$ cat src/design/ugnq_mul.sv
// Shared 32x32 multiplier with a registered 64-bit product.
`default_nettype none
module ugnq_mul (
   input  wire logic        clock,
   input  wire logic [31:0] op_a,
   input  wire logic [31:0] op_b,
   output logic      [63:0] prod
);
   logic [63:0] prod_ff;
   logic [63:0] prod_in;

   assign prod_in = 64'(op_a) * 64'(op_b);

   always_ff @(posedge clock) begin
      prod_ff <= prod_in;
   end

   assign prod = prod_ff;
endmodule
`default_nettype wire

$ cat config.mk
export PLATFORM = sky130hd
export DESIGN_NAME = ugnq_mul
export DESIGN_NICKNAME = d
export VERILOG_FILES = /design/src/design/ugnq_mul.sv
export SDC_FILE = /design/constraint.sdc
export NUM_CORES = 2
export LEC_CHECK = 0
export ABC_AREA = 1
export BUFFER_PORTS_ARGS = -buffer_cell sky130_fd_sc_hd__buf_2
export CORE_MARGIN = 2
export CORE_UTILIZATION = 45
export CTS_CLUSTER_SIZE = 30
export DETAILED_ROUTE_END_ITERATION = 10
export GPL_TIMING_DRIVEN = 0
export PLACE_DENSITY = 0.72
export SYNTH_ARGS = -nofsm -noshare
export SYNTH_HDL_FRONTEND = slang
export SYNTH_SLANG_ARGS = --single-unit
$ cat constraint.sdc
create_clock -name clock -period 8.75 [get_ports clock]
set_input_delay 0.875 -clock clock [delete_from_list [all_inputs] [get_ports clock]]
set_output_delay 0.875 -clock clock [all_outputs]
set_load 0.02 [all_outputs]
==> flow_metrics.env <==
export IMPL_rows=105
export IMPL_area_delta_synth_final_pct=6.11
export IMPL_max_cap_violations=0
export IMPL_io_buffers=128
export IMPL_worst_pin_slew_ns=1.37
export IMPL_ys_ff_latch=64
export IMPL_clk_pin_slew_ns=0.07
export IMPL_fin_crit_sh=0.921
export IMPL_tritoncts="built"
export IMPL_cp_start_kind="input pin"
export IMPL_multi_input_area_um2=28900
export IMPL_final_area_um2=39700
export IMPL_htreeDepth=3
export IMPL_relSlewSlack=0.0899
export IMPL_fill_cells=8097
export IMPL_arrival_ns=8.28
export IMPL_tns_ns=0
export IMPL_rsz0062_at_grt="false"
export IMPL_setup_violations_final=0
export IMPL_placed_area_um2=39400
export IMPL_regArea_um2=1280
export IMPL_synth_cell_types=23
export IMPL_outcome="completed"
export IMPL_drcViolationCount=0
export IMPL_syn_nets=6245
export IMPL_critPathMaxStageDelay_ns=1.05
export IMPL_drt_first_pass_iters=8
export IMPL_syn_inst=5021
export IMPL_final_cell_mix="inv_1 (1725), nand2_1 (1565), fa_1 (896)"
export IMPL_cts_buffer_depth=2
export IMPL_antenna_found_initial=6
export IMPL_pre_cts_ws_ns=0.584
export IMPL_cts_resized=0
export IMPL_netlist_area_um2=37400
export IMPL_dp_final_hpwl_um=115000
export IMPL_grt_start_max_net_pins=12
export IMPL_required_ns=8.97
export IMPL_path_max_fanout=10
export IMPL_ioPinCount=129
export IMPL_routed_wl_um=131000
export IMPL_drive_gt1_frac=0.0391
export IMPL_gr_total_overflow=0
export IMPL_syn_avg_cell_area_um2=7.45
export IMPL_die_x_um=292
export IMPL_post_drt_wl_per_cell_um=21.0
export IMPL_antenna_left=0
export IMPL_finish_utilization=0.483
export IMPL_end_kind="flip-flop"
export IMPL_cts_sinks=64
export IMPL_layout_nets=6384
export IMPL_die_area_um2=85400
export IMPL_cp_common_cell="nand2_1"
export IMPL_timing_hold_violations_final=0
export IMPL_start_util=0.455
export IMPL_core_area_um2=82100
export IMPL_largest_register_ffs=64
export IMPL_die_h_um=292
export IMPL_ys_seq_area_frac=0.0343
export IMPL_grt_pass1_wl_um=196000
export IMPL_hold_buffers=0
export IMPL_num_vias=32000
export IMPL_first_global_vias=32400
export IMPL_max_freq_mhz=124
export IMPL_layout_min_cycle_time_ns=8.06
export IMPL_slowest_stage="clkbuf_1"
export IMPL_gr_usage_all_layers=0.312
export IMPL_gp_congestion=1.08
export IMPL_drv_slew=0
export IMPL_cts_buffers=9
export IMPL_mostFrequentLayoutCell="inv_1"
export IMPL_hold_path_class="in2reg"
export IMPL_cts_setup_buffers=0
export IMPL_critPathKind="in2reg"
export IMPL_crit_buf_inv=5
export IMPL_vias_per_cell=5.12
export IMPL_worst_slack_ns=0.692
export IMPL_first_iter_violations=3492
export IMPL_clockRootBuffer="clkbuf_16"
export IMPL_yosys_warnings=0
export IMPL_crit_family="adder cells"
## cell usage after synthesis (all sizes together)
master | instances | area [um^2]
nand2 | 1578 | 5960
xor2 | 33 | 289
a21oi | 44 | 220
inv | 1735 | 6510
dfxtp | 64 | 1280
nor2 | 100 | 458
o21bai | 12 | 97.6
fa | 896 | 17900
nor3 | 18 | 133
nand4 | 16 | 100
ha | 263 | 3290
xnor2 | 2 | 17.5
clkbuf | 192 | 721
nand3 | 66 | 365
o21ai | 2 | 10.0
## metrics by stage
stage                     instances  hold slack [ns]
after floorplan                5021            0.973
after global placement         6219             1.20
after detailed placement       6219             1.20
after CTS                      6235            0.832
after global routing           6238            0.859
final                          6241            0.844
## final cells by class
| class | instances | area share |
|---|---|---|
| antenna | 6 | 0.000378 |
| sequential | 64 | 0.0323 |
| clock inverter | 6 | 0.00151 |
| inverter | 1735 | 0.164 |
| multi-input combinational | 3030 | 0.728 |
| tap | 1070 | 0.0337 |
| buffer | 192 | 0.0182 |
| timing repair buffer | 128 | 0.0161 |
| clock buffer | 10 | 0.00577 |
## cell families after synthesis
logic type | count (synthesis) | synth area share
AOI/OAI and AO/OA | 58 | 0.00877
xor gates and xnor gates | 35 | 0.00820
adders and majority gates | 1159 | 0.568
buffers and inverters | 1927 | 0.193
DFF | 64 | 0.0343
and+or+nand+nor | 1778 | 0.188
## metal layers
metal,vias up,global-route usage,routed length [um]
met2,1934,0.484,57500
met4,2,0.167,8740
met3,451,0.0838,17800
li1,13900,-,-
met5,-,0,14
met1,15700,0.399,46700
## final timing paths
| path | from | endpoint | slack, ns | cells past startpoint |
|---|---|---|---|---|
| max | op_b[28] | prod[60] | 0.69 | 25 |
| min | op_b[0] | prod[0] | 0.84 | 3 |
Power is not shown: default switching activity piles up to over one toggle a cycle in this logic, so the estimate is an artifact.
