$ cat src/design/ugnq_pkg.sv
// Shared constants, payload types and fixed-point helpers for the grid binning block.
`default_nettype none
package ugnq_pkg;

   localparam int MAX_POINTS = 1024;
   localparam int PT_W       = 10;          // point index width
   localparam int CNT_W      = 11;          // point count width, holds MAX_POINTS
   localparam int MAX_AXIS   = 64;
   localparam int AX_W       = 7;           // cells per axis, holds MAX_AXIS
   localparam int CX_W       = 6;           // cell coordinate width
   localparam int CELL_W     = 12;          // flat cell number width
   localparam int CS_DEPTH   = MAX_AXIS * MAX_AXIS + 1;
   localparam int CS_AW      = 13;          // cell slot address, holds cell count
   localparam int FRAC_BITS  = 40;
   localparam int HS_W       = 25;          // half span width
   localparam int PC_W       = CELL_W + 1;  // live flag and cell
   localparam int CSR_AW     = 4;

   typedef enum logic [1:0] {
      CMD_LOAD  = 2'd0,
      CMD_BUILD = 2'd1,
      CMD_QUERY = 2'd2,
      CMD_FETCH = 2'd3
   } cmd_type;

   typedef enum logic [1:0] {
      REG_CELLS_X  = 2'd0,
      REG_CELLS_Y  = 2'd1,
      REG_INV_W    = 2'd2,
      REG_INV_H    = 2'd3
   } reg_idx_type;

   typedef struct packed {
      cmd_type     cmd;
      logic [31:0] pos_x;
      logic [31:0] pos_y;
      logic        active;
      logic [31:0] radius;
   } req_type;

   typedef struct packed {
      logic [CELL_W-1:0] cell_res;
      logic [CNT_W-1:0]  active_count;
      logic [PT_W-1:0]   point_index;
      logic              valid_res;
      logic              done_res;
      logic              overflow;
   } rsp_type;

   typedef struct packed {
      logic [AX_W-1:0] cells_x;
      logic [AX_W-1:0] cells_y;
      logic [31:0]     inv_cell_width;
      logic [31:0]     inv_cell_height;
   } cfg_type;

   function automatic logic [AX_W-1:0] eff_cells(input logic [AX_W-1:0] v);
      logic [AX_W-1:0] r;
      if (v == '0) r = AX_W'(1);
      else if (v > AX_W'(MAX_AXIS)) r = AX_W'(MAX_AXIS);
      else r = v;
      return r;
   endfunction

   // floor of the UQ24.40 product, saturated at the last cell
   function automatic logic [CX_W-1:0] coord(input logic [63:0] prod,
                                            input logic [AX_W-1:0] n);
      logic [23:0]     c;
      logic [CX_W-1:0] r;
      c = prod[63:FRAC_BITS];
      if (c >= 24'(n)) r = CX_W'(n - AX_W'(1));
      else r = c[CX_W-1:0];
      return r;
   endfunction

   // ceiling of the UQ24.40 product
   function automatic logic [HS_W-1:0] half_span(input logic [63:0] prod);
      logic [HS_W-1:0] r;
      r = HS_W'(prod[63:FRAC_BITS]) + HS_W'(prod[FRAC_BITS-1:0] != '0);
      return r;
   endfunction

endpackage
`default_nettype wire

$ cat src/design/ugnq_csr.sv
// APB-style configuration registers for the grid size and inverse cell sizes.
`default_nettype none
module ugnq_csr
   import ugnq_pkg::*;
(
   input  wire logic              clock,
   input  wire logic              reset,
   input  wire logic              psel,
   input  wire logic              penable,
   input  wire logic              pwrite,
   input  wire logic [CSR_AW-1:0] paddr,
   input  wire logic [31:0]       pwdata,
   output logic      [31:0]       prdata,
   output logic                   pready,
   output cfg_type                cfg
);
   cfg_type     cfg_ff;
   cfg_type     cfg_in;
   logic        wr_hit;
   reg_idx_type idx;

   assign pready = 1'b1;
   assign idx    = reg_idx_type'(paddr[3:2]);
   assign wr_hit = psel && penable && pwrite;

   always_comb begin
      cfg_in = cfg_ff;
      if (wr_hit) begin
         unique case (idx)
            REG_CELLS_X: cfg_in.cells_x         = pwdata[AX_W-1:0];
            REG_CELLS_Y: cfg_in.cells_y         = pwdata[AX_W-1:0];
            REG_INV_W:   cfg_in.inv_cell_width  = pwdata;
            REG_INV_H:   cfg_in.inv_cell_height = pwdata;
         endcase
      end
   end

   always_comb begin
      unique case (idx)
         REG_CELLS_X: prdata = 32'(cfg_ff.cells_x);
         REG_CELLS_Y: prdata = 32'(cfg_ff.cells_y);
         REG_INV_W:   prdata = cfg_ff.inv_cell_width;
         REG_INV_H:   prdata = cfg_ff.inv_cell_height;
      endcase
   end

   always_ff @(posedge clock) begin
      if (reset) begin
         cfg_ff.cells_x         <= AX_W'(1);
         cfg_ff.cells_y         <= AX_W'(1);
         cfg_ff.inv_cell_width  <= 32'h0100_0000;
         cfg_ff.inv_cell_height <= 32'h0100_0000;
      end else begin
         cfg_ff <= cfg_in;
      end
   end

   assign cfg = cfg_ff;
endmodule
`default_nettype wire

$ cat config.mk
export PLATFORM = sky130hd
export DESIGN_NAME = ugnq_csr
export DESIGN_NICKNAME = d
export VERILOG_FILES = /design/src/design/ugnq_pkg.sv /design/src/design/ugnq_csr.sv
export SDC_FILE = /design/constraint.sdc
export NUM_CORES = 1
export LEC_CHECK = 0
export ABC_AREA = 1
export BUFFER_PORTS_ARGS = -buffer_cell sky130_fd_sc_hd__buf_2
export CORE_MARGIN = 2
export CORE_UTILIZATION = 40
export DETAILED_ROUTE_END_ITERATION = 8
export PLACE_DENSITY = 0.71
export SYNTH_ARGS = -nofsm -noshare
export SYNTH_HDL_FRONTEND = slang
export SYNTH_SLANG_ARGS = --single-unit
$ cat constraint.sdc
create_clock -name clock -period 1.08 [get_ports clock]
set_clock_uncertainty 0.1 [all_clocks]
set_input_delay 0.162 -clock clock [delete_from_list [all_inputs] [get_ports clock]]
set_output_delay 0.162 -clock clock [all_outputs]
set_load 0.01 [all_outputs]
==> key figures <==
Outcome
  • Outcome: finished, violations left
  • Failing checks: setup timing

Timing
  • Endpoints failing setup: 85
  • Final Max Tran Viols: 0
  • Period minus WS final: 1320 ps
  • Worst Setup Slack, final: -242 ps
  • Max Fclk: approximately 760 MHz
  • Final Hold Fails: 0
  • Setup TNS: -9260 ps
  • Period utilisation layout: 122%
  • Unrepaired setup endpoints after global routing: yes

Layout
  • Antenna cells: 0
  • Finished Cell Area: ~0.006 mm^2
  • Final cell count without fillers: 854
  • Largest register FFs: 78
  • Share of layout cells above drive strength 1: 45.0%
  • Filler cells: around 710
  • Final net count: 782
  • Area Growth Syn to Fin: 65.1%

Synth
  • Synthesized cell area: 0.00363 mm^2
  • Synth Area per Inst: 6.80 um^2
  • Post-synthesis register bit count: between 70 and 80
  • Distinct cell type count after synthesis: 20
  • Syn_nets: 575
  • Synth Warn #: 0
  • Post-synthesis sequential area ratio: 43.0%
  • Post-synth top area cell: dfxtp_1
  • Most area-consuming cells after synthesis: dfxtp_1 (43%), nor2_1 (16%), nand2_1 (11%)
  • Post-synthesis cell count: ~530
  • Yosys top cell area share: between 40 and 50%

Min path
  • Min-delay worst type: in2reg

Power and ir drop
  • Maximum VDD drop: between 500 and 600 uV
  • PwrDens: 1040 mW/mm^2
  • Leakage: ~0.0029 uW
  • Design Power: 6210 uW

GRT
  • GR peak layer: met2
  • Met2 GRT Util: 42.0%
  • First-pass GRT wire length: 18700 um
  • Gr usage total: 23.2%
  • Initial antenna violation count: 0
  • Grt ovf: 0
  • Routing usage on met1: ~29%
  • Met3 usage: 3.37%
  • Vias in the first global route: 4007
  • Largest net degree at the start of global routing: 44

Floorplanning
  • CORE AREA: approximately 0.0088 mm^2
  • Num rows: 34
  • Initial core utilization: slightly above 40%
  • Top-Level Pins: 152
  • Die Area: 0.00986 mm^2
  • Die Ht: 99.3 um
  • Die Span X: between 90 and 100 um

Place
  • Placement Setup Slack: -189 ps
  • Placed Area: approximately 0.0047 mm^2
  • Dpl cells: 788
  • DP HPWL: 7110 um
  • I/O Buffers: 148
  • Final RePlAce weighted congestion: 0.877

Job
  • Max_cap viols: 0

Setup path
  • Critical path class: reg2out
  • Critical Path Source: cfg[30]
  • R2R setup slack: 60 ps
  • FF-to-FF Start: cfg[8]
  • Worst Reg-to-Reg Cells: 5
  • CP arrival: about 1100 ps
  • Crit start category: flip-flop
  • Worst path max stage delay: 340 ps
  • R2r endpoint: cfg[8]
  • Worst Setup EP: prdata[30]
  • WP data required: 820 ps
  • Slowest CP cell: dfxtp_2
  • Crit Path Max Fanout: 2
  • Crit path cell chain: a22o_1, buf_2
  • CP Capture Type: primary output

Clock tree
  • Clock latency at the later pin of the worst-skew pair: 340 ps
  • CTS tree: done
  • CTS max path bufs: 2
  • Clk slew on worst S/H paths: 90 ps
  • Clock Sinks: 78
  • CTS buffer count: 9
  • H-tree Lvls: 3
  • Root buffer cell: clkbuf_8

Drt
  • Routed Antenna Nets: 0
  • Detailed Routing Iterations Pass 1: 5
  • DRT iter0 DRCs: 156
  • DR vias: 4271
  • DRT Wirelength: 11800 um
  • Routed wire length per instance: 13.8 um
  • # DRC: 0
  • Detailed-route vias per instance: 5.00
==> layer usage <==
layer | routed length [um] | vias to the layer above
met1 | 4860 | 1975
met4 | 177 | 0
met3 | 707 | 19
li1 | - | 2102
met5 | 0 | -
met2 | 6070 | 175
==> through the flow <==
| stage | utilization, % | hold slack, ps |
|---|---|---|
| 2_1_floorplan | - | 188 |
| 3_3_place_gp | 53.4 | 289 |
| 3_5_place_dp | 53.4 | 299 |
| 4_1_cts | 67.1 | 25.8 |
| 5_1_grt | 68.4 | 40.7 |
| 6_report | 68.4 | 38.1 |
==> kinds of logic after synthesis <==
group	count (synthesis)	synth area share, %
DFF	78	43.0
AOI/OAI and AO/OA	29	6.58
and+or+nand+nor	353	40.4
other	1	0.103
buffers and inverters	73	9.96
==> synthesized netlist by cell type (all sizes together) <==
library cell	count
inv	35
clkbuf	4
nor2	156
buf	33
dfxtp	78
nand4	7
a22o	25
o21ai	4
clkinv	1
conb	1
nand2	111
nand3	79
==> where the power goes <==
group | leakage [uW] | switching, uW | internal [uW]
logic | 0.00216 | 495 | 470
registers | 0.000667 | 61.7 | 2940
clock network | 0.0000895 | 1160 | 1090
total | 0.00291 | 1720 | 4490
==> cell type report <==
class,instances,area [um^2],share of cell area (%)
flip-flops and latches,78,1670,27.9
well taps,108,135,2.25
multi-input cells,383,1730,28.8
inverters,36,138,2.29
clock inverters,6,70.1,1.17
clock buffers,10,128,2.13
repair buffers,233,2130,35.5
==> timing repair <==
action | CTS | global route
gates cloned | 0 | 1
gates resized for setup | 189 | 15
endpoints found under the hold margin | 4 | 0
pin swaps | 27 | 5
hold buffers | 2 | 0
setup endpoints to repair | 110 | 110
setup buffers | 38 | 9
==> worst max-delay path: cells and delay by family, from the launching register on <==
family                 cells  cell delay [ps]
DFF                        1              340
AOI/OAI and AO/OA          1              220
buffers and inverters      1              140
==> how the worst min path moves through the flow <==
stage          startpoint  endpoint  slack, ps  cells after the start
6_report       pwdata[29]   cfg[61]         40                      5
5_1_grt        pwdata[28]   cfg[28]         40                      5
4_1_cts        pwdata[29]   cfg[61]         30                      5
3_5_place_dp   pwdata[24]   cfg[56]        300                      3
3_3_place_gp   pwdata[24]   cfg[56]        290                      3
2_1_floorplan  pwdata[24]   cfg[24]        190                      2
==> placed cells by master, fill, tap and decap left out, drive strengths merged <==
master / Yosys / final
a22o: 25 / 25
nor2: 156 / 156
o21ai: 4 / 4
conb: 1 / 1
bufinv: 0 / 1
nand3: 79 / 79
nand2: 111 / 111
clkinvlp: 0 / 3
buf: 33 / 231
nand4: 7 / 7
dlygate4sd3: 0 / 2
dfxtp: 78 / 78
inv: 35 / 38
clkbuf: 4 / 10
(Power assumes the default switching activity.)
