==> config.mk <==
export PLATFORM = sky130hd
export DESIGN_NAME = ugnq_ram
export DESIGN_NICKNAME = d
export VERILOG_FILES = /design/src/design/ugnq_ram.sv
export SDC_FILE = /design/constraint.sdc
export NUM_CORES = 1
export LEC_CHECK = 0
export BUFFER_PORTS_ARGS = -buffer_cell sky130_fd_sc_hd__buf_2
export CORE_ASPECT_RATIO = 1.2
export CORE_MARGIN = 1
export CORE_UTILIZATION = 55
export CTS_BUF_LIST = sky130_fd_sc_hd__clkbuf_4 sky130_fd_sc_hd__clkbuf_8
export CTS_CLUSTER_DIAMETER = 60
export DETAILED_ROUTE_END_ITERATION = 7
export PLACE_DENSITY = 0.79
export SLEW_MARGIN = 20
export SYNTH_ARGS = -nofsm -noshare
export SYNTH_HDL_FRONTEND = slang
export SYNTH_SLANG_ARGS = --single-unit
==> constraint.sdc <==
create_clock -name clock -period 2.4 [get_ports clock]
set_input_delay 0.24 -clock clock [delete_from_list [all_inputs] [get_ports clock]]
set_output_delay 0.24 -clock clock [all_outputs]
set_load 0.03 [all_outputs]
==> src/design/ugnq_ram.sv <==
// Generic single-write, single-read synchronous RAM with registered read data.
`default_nettype none
module ugnq_ram #(
   parameter int WIDTH = 8,
   parameter int DEPTH = 16
) (
   input  wire logic                             clock,
   input  wire logic                             wr_en,
   input  wire logic [$clog2(DEPTH)-1:0]         wr_addr,
   input  wire logic [WIDTH-1:0]                 wr_data,
   input  wire logic [$clog2(DEPTH)-1:0]         rd_addr,
   output logic      [WIDTH-1:0]                 rd_data
);
   logic [WIDTH-1:0] mem [DEPTH];

   always_ff @(posedge clock) begin
      if (wr_en) begin
         mem[wr_addr] <= wr_data;
      end
      rd_data <= mem[rd_addr];
   end
endmodule
`default_nettype wire

==> out/summary.txt, run 1 <==
Status: completed
Row count: 38
CTS resizes: 0
Crit-path slowest cell: mux4_1
Die Y: 108 µm
Clock power frac: 0.383
Initial DRT Pass Iterations: 5
Met3 routed WL: 724 µm
CTS Hold Bufs: 0
ANT cells: 0
RSZ-0062 raised after global routing: false
Gate power share: 0.057
Post-CTS Setup Bufs: 0
TritonCTS Buffers: 17
Post-DP HPWL: 6300 µm
Skew final: 7.43 ps
Relative slew slack: 0.449
Synthesized area: 5150 µm²
Clk slew on worst S/H paths: 70 ps
Routability Congestion: 0.850
Worst Hold Class: input pin to flip-flop
Crit-path max FO: 16
MaxCap Viol Count: 0
Net count after synthesis: 247
P_leak: 0.00200 µW
Post-route non-filler standard cell count: 413
Core footprint: 9080 µm²
Number of synthesized flops with an enable pin: 128
Asr flop ratio synth: 0
Via count of the first global-routing pass: 2,583
Yosys cell types: 19
Synth warnings: 0
TritonCTS clock tree: yes
Synth Flop Type: edfxtp_1
CP Capture Type: flip-flop
Sw frac: 0.205
Filler instances: 600
Largest net degree at the start of global routing: 20
Num ports: 26
Fin util: 0.648
FF-to-FF setup slack: 980 ps
Endpoints failing hold: 0
First-pass GRT wire length: 14,300 µm
Setup TNS: 0 ps
DR top layer: met4
Routed via count: 2,487
Synthesis-to-layout area growth: 14.4%
Antenna Nets Post-Route: 0
Post-Syn Area per Cell: 22.5 µm²
Met1 Wirelength: 3670 µm
CP required: 2700 ps
Top-count cell post-synth: edfxtp_1
TritonCTS Sinks: 136
CP Cell Sequence: buf_2 -> buf_12 -> mux4_1 -> a22oi_1 -> nand2_1
Total track usage: 0.216
Tmin final: 1480 ps
Biggest cell delay along the critical path: 580 ps
Pre-CTS WS: 472 ps
Clock Path Buffers: 2
Die area: 9750 µm²
Grt ovf: 0
Die W: 90.3 µm
Placed insts: 381
Internal: 3790 µW
Residual DRC count: 0
Final nets: 298
Psw: 977 µW
Cell count after synthesis: 229
Number of I/O port buffers: 25
Top post-synthesis cells by count: edfxtp_1 (128), mux4_2 (18), a22oi_1 (16)
Vias per cell: 6.02
Initial antenna violation count: 0
CTS H-tree lvls: 4
Power per cell area: 810 nW/µm²
Final setup viols: 0
Initial core utilization: 0.567
Final period util: 0.619
DR iter-0 viols: 298
Worst slew pin tran: 823 ps
Sequential share of power: 0.560
Sequential fraction of the synthesis area: 0.778
Post-synth top area share: 0.747
Startpoint types: input pin
CP delay by family, top: multiplexers
Layout cell share with drive strength beyond 1: 0.317
Final Max Slew Viols: 0
Area contributors post-synth: edfxtp_1 (75%), mux4_2 (7.9%), mux4_1 (7.1%), dfxtp_1 (3.1%), a22oi_1 (2.3%)
Max Freq: 674 MHz
Worst path buffer plus inverter count: 2
Post-synthesis sequential element count: 136
Total power draw: 4770 µW
Setup slack after layout: 915 ps
Worst vdd ir: 0.000518 V
Crit path arrival time: 1790 ps
WS Path Type: input pin to flip-flop
WL/cell: 23.2 µm
Routed WL: 9570 µm
Root Driver: clkbuf_8
Top cell type by total area after synthesis: edfxtp_1
Clock latency on the worst-skew pair: 430 ps
Metal2 WL: 5000 µm
-- placed cells by master (no fill, tap or decap), types with 3 or more instances in the layout --
cell,n
edfxtp_1,128
nand2_1,9
dfxtp_1,8
mux4_2,18
buf_4,15
a22oi_1,16
clkbuf_4,3
nor2_1,13
nor3_1,4
mux4_1,14
buf_2,25
clkbuf_8,20
clkinv_2,5
-- power by group through the flow --
stage          sequential [µW]  combinational, µW  clock (µW)
6_report                  2670                274        1820
5_1_grt                   2670                292        1940
2_1_floorplan             2750                135           0
3_3_place_gp              2720                266           0
3_5_place_dp              2720                275           0
4_1_cts                   2670                277        1840
-- per-layer routing --
metal,GRT usage,vias to the layer above
li1,-,1076
met1,0.269,1289
met2,0.352,109
met3,0.0633,13
met4,0.108,0
met5,0,-
-- logic make-up (layout without fill, tap and decap cells) --
family                 count (synthesis)  after routing  share of synthesized area
DFF                                  136            136                      0.778
and+or+nand+nor                       35             35                     0.0318
muxes                                 32             32                      0.150
AOI/OAI and AO/OA                     16             16                     0.0233
buffers and inverters                 10             74                     0.0168
-- per-stage QoR --
stage	cell area, µm²	hold slack [ps]
after floorplan	5150	339
after global placement	5490	627
after detailed placement	5490	643
after CTS	5890	167
after global routing	5890	171
final	5890	195
-- path summary, 6_finish.rpt --
kind | startpoint | end | cells past startpoint
setup / recovery | rd_addr[0] | rd_data[5] | 5
hold reg to reg | mem[14][4] | rd_data[4] | 3
setup reg to reg | mem[5][0] | rd_data[0] | 3
hold / removal | wr_data[6] | mem[0][6] | 1
-- flip-flops by register name, summed over array words and instances (netlist names) --
register and flops:
mem 128, rd_data 8
-- layout make-up --
class / count / area (µm²) / share of cell area
sequential: 136 / 4000 / 0.680
multi-input combinational: 83 / 1060 / 0.180
clock buffer: 23 / 298 / 0.0506
timing repair buffer: 42 / 278 / 0.0472
tap: 120 / 150 / 0.0255
clock inverter: 9 / 100 / 0.0170
No activity file was read; power rests on OpenSTA's default activity.
==> run 2: changes to the inputs <==
--- a/config.mk
+++ b/config.mk
@@ -5,6 +5,7 @@
 export SDC_FILE = /design/constraint.sdc
 export NUM_CORES = 1
 export LEC_CHECK = 0
+export ABC_AREA = 1
 export BUFFER_PORTS_ARGS = -buffer_cell sky130_fd_sc_hd__buf_2
 export CORE_ASPECT_RATIO = 1.2
 export CORE_MARGIN = 1
@@ -12,7 +13,7 @@
 export CTS_BUF_LIST = sky130_fd_sc_hd__clkbuf_4 sky130_fd_sc_hd__clkbuf_8
 export CTS_CLUSTER_DIAMETER = 60
 export DETAILED_ROUTE_END_ITERATION = 7
-export PLACE_DENSITY = 0.79
+export PLACE_DENSITY = 0.78
 export SLEW_MARGIN = 20
 export SYNTH_ARGS = -nofsm -noshare
 export SYNTH_HDL_FRONTEND = slang
==> constraint.sdc (replaced) <==
create_clock -name clock -period 1.5 [get_ports clock]
set_input_delay 0.15 -clock clock [delete_from_list [all_inputs] [get_ports clock]]
set_output_delay 0.15 -clock clock [all_outputs]
set_load 0.03 [all_outputs]
==> out/summary.txt, run 2 <==
Gate power share: 0.074 (+0.017)
Synth Flop Type: edfxtp_1
Hold Path Depth: 3 (+2)
WL/cell: 16.5 µm (-29%)
Largest register by flop count: mem
Crit path arrival time: 970 ps (-820 ps)
Yosys cell types: 12 (-7)
Top post-synthesis cells by count: nand2_1 (173), edfxtp_1 (128), inv_1 (100)
Area contributors post-synth: edfxtp_1 (67%), nand2_1 (11%), nand3_1 (8.4%), inv_1 (6.5%), dfxtp_1 (2.8%)
Root Driver: clkbuf_8
TritonCTS clock tree: yes
R2R cell count: 6 (+3)
Die Y: 114 µm (+5.7%)
Routability Congestion: 0.830 (-2.3%)
CTS resizes: 0 (unchanged)
Post-synthesis sequential element count: 136 (unchanged)
Die W: 95.5 µm (+5.7%)
Via count of the first global-routing pass: 3,686 (+43%)
Synthesized area: 5770 µm² (+12%)
DR iter-0 viols: 430 (+44%)
Max reg flops: 128 (unchanged)
CP delay by family, top: flip-flops
Setup TNS: 0 ps (unchanged)
Worst path buffer plus inverter count: 1 (-1)
P_leak: 0.00283 µW (+42%)
Most common cell after layout, fill and taps aside: nand2_1
Synth warnings: 0 (unchanged)
Sequential fraction of the synthesis area: 0.694 (-0.0835)
Biggest regs: mem (128), rd_data (8)
Sw frac: 0.227 (+0.0222)
Post-CTS Setup Bufs: 0 (unchanged)
Clock latency on the worst-skew pair: 430 ps (about the same)
Skew final: 10.4 ps (+3.00 ps)
FF-to-FF setup slack: 470 ps (-510 ps)
RSZ-0062 raised after global routing: false
Psw: 1730 µW (+77%)
MaxCap Viol Count: 0 (unchanged)
CTS H-tree lvls: 4 (unchanged)
Worst vdd ir: 0.000706 V (+36%)
Relative slew slack: 0.628 (+0.178)
Post-DP HPWL: 7580 µm (+20%)
Hold Path End: rd_data[7]
Final setup viols: 0 (unchanged)
Core footprint: 10,100 µm² (+11%)
Power per cell area: 1180 nW/µm² (+46%)
Initial antenna violation count: 0 (unchanged)
Initial DRT Pass Iterations: 5 (unchanged)
Reg-to-Reg Start: mem[0][7]
Routed WL: 12,100 µm (+26%)
Residual DRC count: 0 (unchanged)
ANT cells: 0 (unchanged)
Routed via count: 3,844 (+55%)
Row count: 40 (+5.3%)
Clock power frac: 0.366 (-0.017)
Hold_sp: rd_addr[3]
Crit-path max FO: 1 (-15)
CTS Hold Bufs: 0 (unchanged)
Clock Path Buffers: 2 (unchanged)
Initial core utilization: 0.570 (+0.00360)
Largest net degree at the start of global routing: 65 (+230%)
Startpoint types: flip-flop
Layout cell share with drive strength beyond 1: 0.134 (-0.184)
Worst r2r dst: rd_data[7]
Internal: 5890 µW (+55%)
Commonest non-fill, non-tap cells in the layout: nand2_1 (173), edfxtp_1 (128), inv_1 (100)
Tmin final: 1120 ps
Top-count cell post-synth: nand2_1
Number of I/O port buffers: 25 (unchanged)
Synthesis-to-layout area growth: 12.0%
Top cell type by total area after synthesis: edfxtp_1
Status: completed
CP Cell Sequence: buf_2
CP required: 1350 ps (-1350 ps)
Grt ovf: 0 (unchanged)
Filler instances: 790 (+32%)
TritonCTS Buffers: 17 (unchanged)
First-pass GRT wire length: 19,300 µm (+35%)
Worst Hold Class: input pin to flip-flop
Antenna Nets Post-Route: 0 (unchanged)
Worst slew pin tran: 558 ps (-265 ps)
Max Freq: 892 MHz
Post-synth top area share: 0.667 (-0.0802)
Biggest cell delay along the critical path: 350 ps (-230 ps)
Sequential share of power: 0.560 (about the same)
Net count after synthesis: 569 (+130%)
TritonCTS Sinks: 136 (unchanged)
Final Max Slew Viols: 0 (unchanged)
WS Path Type: flip-flop to primary output
Asr flop ratio synth: 0 (unchanged)
Num ports: 26 (unchanged)
Clk slew on worst S/H paths: 80 ps (about the same)
Cell count after synthesis: 551 (+140%)
Post-Syn Area per Cell: 10.5 µm² (-53%)
Die area: 10,900 µm² (+12%)
Endpoints failing hold: 0 (unchanged)
Final nets: 611 (+110%)
Final period util: 0.747
CP Capture Type: primary output
Total track usage: 0.247 (+0.0313)
Number of synthesized flops with an enable pin: 128 (unchanged)
Crit-path slowest cell: dfxtp_1
Vias per cell: 5.25 (-13%)
Hold_ws: 75.7 ps (-119 ps)
[run 2: changes by cell type after synthesis, sizes merged, moves of 16 or more]
cell | before | now
nand3 | 1 | 97
buf | 7 | 24
mux4 | 32 | 0
a22oi | 16 | 0
inv | 0 | 102
nand2 | 9 | 173
[run 2: worst reg2reg max path, stage by stage (launching register included)]
cell	delay (ps)
edfxtp_1	360
inv_1	70
nand2_1	60
nand3_1	100
nand3_1	110
nand3_1	170
nand2_1	70
[run 2: logic make-up after synthesis]
group | count (synthesis) | synth area share
buf+inv | 126 | 0.0952
simple gates | 289 | 0.210
flops | 136 | 0.694
[run 2: power by group through the flow]
stage / registers [µW] / clock network, µW / logic, µW
final: 4270 / 2790 / 564
after global routing: 4270 / 2970 / 623
after CTS: 4270 / 2820 / 565
after detailed placement: 4350 / 0 / 562
after global placement: 4350 / 0 / 548
after floorplan: 4400 / 0 / 300
[run 2: worst max path at each step]
stage,to,slack (ps),from,depth (start not counted)
6_report,rd_data[6],380,rd_data[6],1
5_1_grt,rd_data[6],330,rd_data[6],1
4_1_cts,rd_data[6],350,rd_data[6],1
3_5_place_dp,rd_data[5],250,rd_addr[0],8
3_3_place_gp,rd_data[4],250,rd_addr[0],8
2_1_floorplan,mem[10][0],400,wr_addr[2],2
[run 2: final cells by class]
| type | instances | area [µm²] | area share |
|---|---|---|---|
| inverters | 102 | 383 | 0.0593 |
| well taps | 126 | 158 | 0.0244 |
| flip-flops and latches | 136 | 4000 | 0.620 |
| clock buffers | 24 | 299 | 0.0463 |
| clock inverters | 8 | 76.3 | 0.0118 |
| repair buffers | 47 | 328 | 0.0507 |
| multi-input cells | 289 | 1210 | 0.188 |
[run 2: layer usage]
metal	vias to the layer above	part of all wire	wire [µm]	GRT usage
met5	-	0	0	0
met4	0	0.031	379	0.116
met3	24	0.075	903	0.0578
met2	171	0.48	5740	0.370
met1	1796	0.42	5040	0.344
li1	1853	-	-	-
[run 2: stage by stage]
| step | instances | setup slack [ps] | power, µW | utilization | instance area, µm² |
|---|---|---|---|---|---|
| global route | 732 | 329 | 7870 | 0.639 | 6460 |
| finish | 732 | 379 | 7620 | 0.639 | 6460 |
| detailed placement | 700 | 252 | 4910 | 0.602 | 6090 |
| global placement | 700 | 252 | 4900 | 0.602 | 6090 |
| CTS | 732 | 355 | 7650 | 0.639 | 6460 |
| floorplan | 551 | 399 | 4700 | - | 5770 |
